==> config.mk <==
export PLATFORM = sky130hd
export DESIGN_NAME = next_second_date_time
export DESIGN_NICKNAME = d
export VERILOG_FILES = /design/src/rtl/nsdt_pkg.sv /design/src/rtl/next_second_date_time.sv /design/src/rtl/nsdt_div.sv /design/src/rtl/nsdt_check.sv /design/src/rtl/nsdt_adv.sv
export SDC_FILE = /design/constraint.sdc
export NUM_CORES = 1
export LEC_CHECK = 0
export BUFFER_PORTS_ARGS = -buffer_cell sky130_fd_sc_hd__clkbuf_2
export CELL_PAD_IN_SITES_DETAIL_PLACEMENT = 0
export CELL_PAD_IN_SITES_GLOBAL_PLACEMENT = 1
export CORE_UTILIZATION = 53
export DETAILED_ROUTE_END_ITERATION = 16
export GPL_TIMING_DRIVEN = 0
export PLACE_DENSITY_LB_ADDON = 0.1
export SYNTH_ARGS = -nofsm -noshare
export SYNTH_HDL_FRONTEND = slang
export SYNTH_SLANG_ARGS = --single-unit
==> constraint.sdc <==
create_clock -name clock -period 13 [get_ports clock]
set_input_delay 1.3 -clock clock [delete_from_list [all_inputs] [get_ports clock]]
set_output_delay 1.3 -clock clock [all_outputs]
set_load 0.02 [all_outputs]
==> src/rtl/nsdt_pkg.sv <==
package nsdt_pkg;

   // Calendar limits
   localparam logic [5:0]  SEC_MAX   = 6'd59;
   localparam logic [5:0]  MIN_MAX   = 6'd59;
   localparam logic [4:0]  HOUR_MAX  = 5'd23;
   localparam logic [3:0]  MONTH_MAX = 4'd12;
   localparam logic [3:0]  MONTH_FEB = 4'd2;
   localparam logic [13:0] YEAR_MAX  = 14'd9999;

   // Year / 100 by reciprocal: floor(y * 5243 / 2^19) is exact for y below 43690
   localparam int          RECIP_W     = 13;
   localparam logic [12:0] RECIP_100   = 13'd5243;
   localparam int          RECIP_SHIFT = 19;
   localparam int          PROD_W      = 14 + RECIP_W;
   localparam int          QUOT_W      = PROD_W - RECIP_SHIFT;
   localparam logic [6:0]  CENTURY     = 7'd100;

   localparam logic [4:0] MONTH_LEN [12] = '{
      5'd31, 5'd28, 5'd31, 5'd30, 5'd31, 5'd30,
      5'd31, 5'd31, 5'd30, 5'd31, 5'd30, 5'd31
   };

   typedef struct packed {
      logic [5:0]  in_second;
      logic [5:0]  in_minute;
      logic [4:0]  in_hour;
      logic [4:0]  in_day;
      logic [3:0]  in_month;
      logic [13:0] in_year;
   } req_type;

   typedef struct packed {
      logic [5:0]  out_second;
      logic [5:0]  out_minute;
      logic [4:0]  out_hour;
      logic [4:0]  out_day;
      logic [3:0]  out_month;
      logic [13:0] out_year;
      logic        day_rolled;
      logic        invalid;
   } rsp_type;

   // First stage result: item plus scaled year product
   typedef struct packed {
      req_type           item;
      logic [PROD_W-1:0] prod;
   } div_type;

   // Second stage result: item plus range and month-end flags
   typedef struct packed {
      req_type item;
      logic    bad;
      logic    day_last;
   } chk_type;

   // Length of month mo (1..12); codes outside that read as the last entry
   function automatic logic [4:0] month_days(logic [3:0] mo, logic leap);
      logic [3:0] idx;
      logic [4:0] len;
      idx = mo - 4'd1;
      if (idx > 4'd11) begin
         len = MONTH_LEN[11];
      end else begin
         len = MONTH_LEN[idx];
      end
      if (mo == MONTH_FEB && leap) begin
         len = 5'd29;
      end
      return len;
   endfunction

endpackage

==> src/rtl/next_second_date_time.sv <==
// Gregorian date/time one-second increment.
// req_valid/req_ready/req_data carry a date and 24-hour time in; rsp_valid/
// rsp_ready/rsp_data return the moment one second later, with day_rolled set
// when midnight was crossed and invalid set when any input field is out of
// calendar range (then the input date and time are echoed unchanged).
// Throughput: one item per cycle unless stalled; three register stages
// (year scaling by the reciprocal of 100, leap year and range checks, field
// increment) each hold one item with its own valid bit.
// Stall: when rsp_ready is low, the output holds its result and stages fill
// behind it; req_ready drops only once all three stages hold an item, and no
// item is lost or repeated.
// Reset: synchronous, active high; empties all stages, no result is pending.
module next_second_date_time (
   input  logic              clock,
   input  logic              reset,
   input  logic              req_valid,
   output logic              req_ready,
   input  nsdt_pkg::req_type req_data,
   output logic              rsp_valid,
   input  logic              rsp_ready,
   output nsdt_pkg::rsp_type rsp_data
);
   import nsdt_pkg::*;

   logic    div_valid;
   logic    div_ready;
   div_type div_data;
   logic    chk_valid;
   logic    chk_ready;
   chk_type chk_data;

   // Scale year
   nsdt_div u_div (
      .clock    (clock),
      .reset    (reset),
      .up_valid (req_valid),
      .up_ready (req_ready),
      .up_data  (req_data),
      .dn_valid (div_valid),
      .dn_ready (div_ready),
      .dn_data  (div_data)
   );

   // Check ranges and month end
   nsdt_check u_check (
      .clock    (clock),
      .reset    (reset),
      .up_valid (div_valid),
      .up_ready (div_ready),
      .up_data  (div_data),
      .dn_valid (chk_valid),
      .dn_ready (chk_ready),
      .dn_data  (chk_data)
   );

   // Advance by one second
   nsdt_adv u_adv (
      .clock    (clock),
      .reset    (reset),
      .up_valid (chk_valid),
      .up_ready (chk_ready),
      .up_data  (chk_data),
      .dn_valid (rsp_valid),
      .dn_ready (rsp_ready),
      .dn_data  (rsp_data)
   );

`ifndef SYNTH
   a_ready_when_out_free: assert property (@(posedge clock) disable iff (reset)
      rsp_ready |-> req_ready)
      else $error("next_second_date_time: stalled while output drains");
   a_full_pipe_stall: assert property (@(posedge clock) disable iff (reset)
      !req_ready |-> rsp_valid && !rsp_ready && chk_valid && div_valid)
      else $error("next_second_date_time: input stalled with room inside");
   a_echo_invalid: assert property (@(posedge clock) disable iff (reset)
      rsp_valid && rsp_data.invalid |-> rsp_data.out_day == 5'd0 ||
         rsp_data.out_month == 4'd0 || rsp_data.out_month > MONTH_MAX ||
         rsp_data.out_second > SEC_MAX || rsp_data.out_minute > MIN_MAX ||
         rsp_data.out_hour > HOUR_MAX || rsp_data.out_year > YEAR_MAX ||
         rsp_data.out_day > 5'd28)
      else $error("next_second_date_time: invalid flag on in-range fields");
`endif

endmodule

==> src/rtl/nsdt_div.sv <==
module nsdt_div (
   input  logic              clock,
   input  logic              reset,
   input  logic              up_valid,
   output logic              up_ready,
   input  nsdt_pkg::req_type up_data,
   output logic              dn_valid,
   input  logic              dn_ready,
   output nsdt_pkg::div_type dn_data
);
   import nsdt_pkg::*;

   logic    valid_ff;
   div_type data_ff;
   div_type data_in;

   // Scale the year by the reciprocal of 100
   always_comb begin
      data_in.item = up_data;
      data_in.prod = PROD_W'(up_data.in_year) * PROD_W'(RECIP_100);
   end

   assign up_ready = !valid_ff || dn_ready;

   // Advance the stage valid
   always_ff @(posedge clock) begin
      if (reset) begin
         valid_ff <= 1'b0;
      end else if (up_ready) begin
         valid_ff <= up_valid;
      end
   end

   // Load data on transfer
   always_ff @(posedge clock) begin
      if (up_ready && up_valid) begin
         data_ff <= data_in;
      end
   end

   assign dn_valid = valid_ff;
   assign dn_data  = data_ff;

`ifndef SYNTH
   a_hold_on_stall: assert property (@(posedge clock) disable iff (reset)
      valid_ff && !dn_ready |=> valid_ff && $stable(data_ff))
      else $error("nsdt_div: stalled stage changed");
   a_prod_match: assert property (@(posedge clock) disable iff (reset)
      up_valid && up_ready |=> data_ff.prod ==
         PROD_W'(data_ff.item.in_year) * PROD_W'(RECIP_100))
      else $error("nsdt_div: product mismatch");
`endif

endmodule

==> src/rtl/nsdt_check.sv <==
module nsdt_check (
   input  logic              clock,
   input  logic              reset,
   input  logic              up_valid,
   output logic              up_ready,
   input  nsdt_pkg::div_type up_data,
   output logic              dn_valid,
   input  logic              dn_ready,
   output nsdt_pkg::chk_type dn_data
);
   import nsdt_pkg::*;

   logic              valid_ff;
   chk_type           data_ff;
   chk_type           data_in;
   logic [QUOT_W-1:0] quot;
   logic [13:0]       rem;
   logic              leap;
   logic [4:0]        mlen;
   req_type           it;

   // Finish year / 100, derive leap year, month length and range checks
   always_comb begin
      it   = up_data.item;
      quot = up_data.prod[PROD_W-1:RECIP_SHIFT];
      rem  = it.in_year - (14'(quot) * 14'(CENTURY));
      leap = ((it.in_year[1:0] == 2'd0) && (rem != 14'd0)) ||
             ((rem == 14'd0) && (quot[1:0] == 2'd0));
      mlen = month_days(it.in_month, leap);
      data_in.item     = it;
      data_in.day_last = (it.in_day == mlen);
      data_in.bad      = (it.in_second > SEC_MAX) || (it.in_minute > MIN_MAX) ||
                         (it.in_hour > HOUR_MAX) || (it.in_month == 4'd0) ||
                         (it.in_month > MONTH_MAX) || (it.in_year > YEAR_MAX) ||
                         (it.in_day == 5'd0) || (it.in_day > mlen);
   end

   assign up_ready = !valid_ff || dn_ready;

   // Advance the stage valid
   always_ff @(posedge clock) begin
      if (reset) begin
         valid_ff <= 1'b0;
      end else if (up_ready) begin
         valid_ff <= up_valid;
      end
   end

   // Load data on transfer
   always_ff @(posedge clock) begin
      if (up_ready && up_valid) begin
         data_ff <= data_in;
      end
   end

   assign dn_valid = valid_ff;
   assign dn_data  = data_ff;

`ifndef SYNTH
   a_hold_on_stall: assert property (@(posedge clock) disable iff (reset)
      valid_ff && !dn_ready |=> valid_ff && $stable(data_ff))
      else $error("nsdt_check: stalled stage changed");
   a_month_end_day: assert property (@(posedge clock) disable iff (reset)
      valid_ff && !data_ff.bad && data_ff.day_last |->
         data_ff.item.in_day >= 5'd28)
      else $error("nsdt_check: month end below day 28");
`endif

endmodule

==> src/rtl/nsdt_adv.sv <==
module nsdt_adv (
   input  logic              clock,
   input  logic              reset,
   input  logic              up_valid,
   output logic              up_ready,
   input  nsdt_pkg::chk_type up_data,
   output logic              dn_valid,
   input  logic              dn_ready,
   output nsdt_pkg::rsp_type dn_data
);
   import nsdt_pkg::*;

   logic    valid_ff;
   rsp_type data_ff;
   rsp_type data_in;
   req_type it;

   // Carry the one-second increment through the fields
   always_comb begin
      it = up_data.item;
      data_in.out_second = it.in_second;
      data_in.out_minute = it.in_minute;
      data_in.out_hour   = it.in_hour;
      data_in.out_day    = it.in_day;
      data_in.out_month  = it.in_month;
      data_in.out_year   = it.in_year;
      data_in.day_rolled = 1'b0;
      data_in.invalid    = up_data.bad;
      priority if (up_data.bad) begin
         // echo input
      end else if (it.in_second != SEC_MAX) begin
         data_in.out_second = it.in_second + 6'd1;
      end else if (it.in_minute != MIN_MAX) begin
         data_in.out_second = 6'd0;
         data_in.out_minute = it.in_minute + 6'd1;
      end else if (it.in_hour != HOUR_MAX) begin
         data_in.out_second = 6'd0;
         data_in.out_minute = 6'd0;
         data_in.out_hour   = it.in_hour + 5'd1;
      end else begin
         data_in.out_second = 6'd0;
         data_in.out_minute = 6'd0;
         data_in.out_hour   = 5'd0;
         data_in.day_rolled = 1'b1;
         priority if (!up_data.day_last) begin
            data_in.out_day = it.in_day + 5'd1;
         end else if (it.in_month != MONTH_MAX) begin
            data_in.out_day   = 5'd1;
            data_in.out_month = it.in_month + 4'd1;
         end else begin
            data_in.out_day   = 5'd1;
            data_in.out_month = 4'd1;
            data_in.out_year  = (it.in_year == YEAR_MAX) ? 14'd0 : it.in_year + 14'd1;
         end
      end
   end

   assign up_ready = !valid_ff || dn_ready;

   // Advance the output valid
   always_ff @(posedge clock) begin
      if (reset) begin
         valid_ff <= 1'b0;
      end else if (up_ready) begin
         valid_ff <= up_valid;
      end
   end

   // Load result on transfer
   always_ff @(posedge clock) begin
      if (up_ready && up_valid) begin
         data_ff <= data_in;
      end
   end

   assign dn_valid = valid_ff;
   assign dn_data  = data_ff;

`ifndef SYNTH
   a_invalid_no_roll: assert property (@(posedge clock) disable iff (reset)
      valid_ff && data_ff.invalid |-> !data_ff.day_rolled)
      else $error("nsdt_adv: invalid result marked rolled");
   a_roll_midnight: assert property (@(posedge clock) disable iff (reset)
      valid_ff && data_ff.day_rolled |->
         data_ff.out_second == 6'd0 && data_ff.out_minute == 6'd0 &&
         data_ff.out_hour == 5'd0)
      else $error("nsdt_adv: day rolled away from midnight");
   a_roll_day_valid: assert property (@(posedge clock) disable iff (reset)
      valid_ff && data_ff.day_rolled |-> data_ff.out_day != 5'd0 &&
         data_ff.out_month != 4'd0 && data_ff.out_month <= MONTH_MAX)
      else $error("nsdt_adv: rolled date out of range");
`endif

endmodule

==> impl_metrics.toml <==
[status]
outcome = "finished clean"

[critical_path]
r2r_end = "u_check.dn_data[1]$_DFFE_PP_"
regToRegStartpoint = "u_div.dn_data[23]$_DFFE_PP_"
cp-end-kind = "flop"
rr_worst_depth = 19
cp-start-kind = "primary input"
reg2reg_slack_ps = 8130
cp_data_arrival_time_ps = 6010
crit_chain = "clkbuf_2 -> ha_1 -> inv_1 -> fa_1 -> inv_1 -> fa_1 -> inv_1 -> fa_1 -> fa_1 -> inv_1 -> ha_1 -> and3_1 -> a2111oi_0 -> or3b_2 -> a21oi_1 -> or3_1 -> a31oi_1 -> xnor2_1"
critical_path_class = "in2reg"
path_max_fanout = 7
slowest_delay_ps = 550
crit_family = "adder cells"
path_buf_inv = 5
cp.required_ps = 13150
crit_slowest_cell = "fa_1"

[die]
die_w_um = 137
start_util_pct = 54.9
fp.dieH_um = 137
io-pin-count = 88
row_count = 48
core_um2 = 17500
die_area_um2 = 18700

[sta]
totalNegativeSetupSlack_ps = 0
finalSetupViolations = 0
rsz0062_at_grt = "no"
min_period_ps = 5860
fmax_mhz = 171
slew_violations = 0
timing.final.crit_share_pct = 45.1
worst_pin_slew_ps = 820
finClkSkew_ps = 9.35
maxSlewHeadroom_pct = 45.3
hold_violations = 0

[synthesis]
ys_seq_elements = 135
synth_cells = 798
synthArstFlopShare_pct = 0
avgSynthCellArea_um2 = 12.1
synth-seq-area-share_pct = 41.8
synth_cell_types = 59
synth_top_area_share_pct = 41.2
netlist_area_um2 = 9620
ys_warn_count = 0
synth_top_cell_by_area = "edfxtp_1"
yosys-top-cells-area = "edfxtp_1 (41%), ha_1 (19%), fa_1 (14%)"
synth-edff-count = 132
syn_nets = 1051
ys.flop_type = "edfxtp_1"

[layout]
regArea_um2 = 4020
final_util_pct = 62.7
num_antenna_cells = 0
nets = 1160
syn_to_final_growth_pct = 14.4
filler_cell_count = 1412
multi_input_area_um2 = 5130
drive_gt1_share_pct = 15.0

[routing]
vias_per_cell = 5.40
drt_pass1_iterations = 4
routed_wl_mm = 18.0
wl_per_cell_um = 15.8
detail-route-antenna-nets = 0
drt-initial-drc-count = 329
via_count = 6184
drc = 0

[placed_design]
gp_congestion = 0.833
port_buffers = 87
dp_hpwl_mm = 14.8

[clocking]
cts_buffers = 17
insertion_delay_ps = 410
cts-root-buf = "clkbuf_16"
cts.repair.resized = 0
hold_buffers = 0
cts_tree = "yes"
path_clk_slew_ps = 60
cts_setup_buffers = 0
max-clock-path-buffers = 2
clock-sinks = 135
htreeDepth = 4

[pwr]
netSwitchingFraction_pct = 39.2
p_switching_mw = 0.931
comb_power_share_pct = 57.7
peakVddDrop_v = 0.000140
p_seq_share_pct = 23.2
p_int_mw = 1.45
p_clk_share_pct = 19.0
power_density_nw_per_um2 = 216
leakagePower_nw = 4.93

[min_path]
min_from = "u_div.dn_data[55]$_DFFE_PP_"
hold_class = "reg2reg"
holdPathStages = 0
holdPathEnd = "u_check.dn_data[30]$_DFFE_PP_"

[grt]
grt_first_pass_wirelength_mm = 30.0
antenna_found_initial = 0
grt_max_degree = 38
grt_pass1_vias = 6436
grt_overflow = 0
grtUsageTotal_pct = 21.2

[job]
maxCapViolCount = 0
[cell type report]
cell class / count / area share [%]
clock buffer: 18 / 3.90
multi-input combinational: 529 / 46.6
sequential: 135 / 36.6
inverter: 132 / 4.50
tap: 225 / 2.56
clock inverter: 14 / 1.23
buffer: 2 / 0.0796
timing repair buffer: 90 / 4.57
[flip-flops by register name, summed over array words and instances, names as in the netlist]
| signal | flops |
|---|---|
| u_div.dn_data | 48 |
| u_adv.dn_data | 42 |
| u_check.dn_data | 42 |
| u_adv.dn_valid | 1 |
| u_check.dn_valid | 1 |
| u_div.dn_valid | 1 |
[power groups by stage]
stage                     Combinational (mW)  Clock, mW  Sequential [mW]
final                                   1.37      0.453            0.552
after global routing                    1.60      0.481            0.556
after CTS                               1.38      0.460            0.553
after detailed placement                1.37          0            0.562
after global placement                  1.32          0            0.562
after floorplan                         1.08          0            0.558
[layout by cell type, fill, tap and decap left out, types with 10 or more instances in the layout]
master | Yosys | routed
xnor2_1 | 17 | 17
nor2b_1 | 11 | 10
ha_1 | 143 | 143
nand2_1 | 40 | 40
nand3_1 | 19 | 19
nand4_1 | 10 | 10
nor2_1 | 33 | 33
fa_1 | 66 | 66
clkbuf_2 | 0 | 87
inv_1 | 132 | 132
edfxtp_1 | 132 | 132
a21oi_1 | 24 | 24
clkbuf_16 | 0 | 17
xor2_1 | 15 | 15
o21ai_0 | 29 | 29
nor3_1 | 19 | 19
[how the worst max path moves through the flow]
stage | from | end | cells past startpoint
final | req_data[10] | u_div.dn_data[21]$_DFFE_PP_ | 18
after global routing | req_data[10] | u_div.dn_data[21]$_DFFE_PP_ | 18
after CTS | req_data[10] | u_div.dn_data[21]$_DFFE_PP_ | 18
after detailed placement | req_data[10] | u_div.dn_data[21]$_DFFE_PP_ | 18
after global placement | rsp_ready | u_check.dn_data[2]$_DFFE_PP_ | 3
after floorplan | req_data[8] | u_div.dn_data[21]$_DFFE_PP_ | 17
[per-stage QoR]
step           power, mW  instance area (um^2)  cells  hold slack [ps]  setup WS, ps
2_1_floorplan       1.64                  9620    798              400          7410
3_3_place_gp        1.88                 10300   1110              401          6840
3_5_place_dp        1.93                 10400   1113              405          6780
4_1_cts             2.39                 11000   1145              419          7210
5_1_grt             2.64                 11000   1145              421          6900
6_report            2.38                 11000   1145              417          7140
[cell usage after synthesis, drive strengths merged (7+ instances only)]
cell type  instances
a21o               7
a21oi             24
edfxtp           132
fa                66
ha               143
inv              132
nand2             41
nand3             19
nand4             12
nor2              34
nor2b             12
nor3              20
o21ai             29
o31ai              7
xnor2             17
xor2              15
[cell families (layout without fill, tap and decap cells)]
kind of cell               after synthesis  count (layout)  share of synthesized area [%]
xor gates and xnor gates                33              33                           3.16
DFF                                    135             135                           41.8
muxes                                    5               5                          0.546
adders and majority gates              209             209                           32.3
AOI/OAI and AO/OA                      102             102                           6.63
buffers and inverters                  134             256                           5.24
and+or+nand+nor                        180             180                           10.3
[routing by layer]
metal	track usage [%]	up-vias	share of wire, %
met3	3.19	19	2.7
met1	24.1	2988	41
met2	40.0	127	55
li1	-	3050	-
met5	0	-	0
met4	7.16	0	1.3
Note: power is estimated with default switching activity, not from simulation.
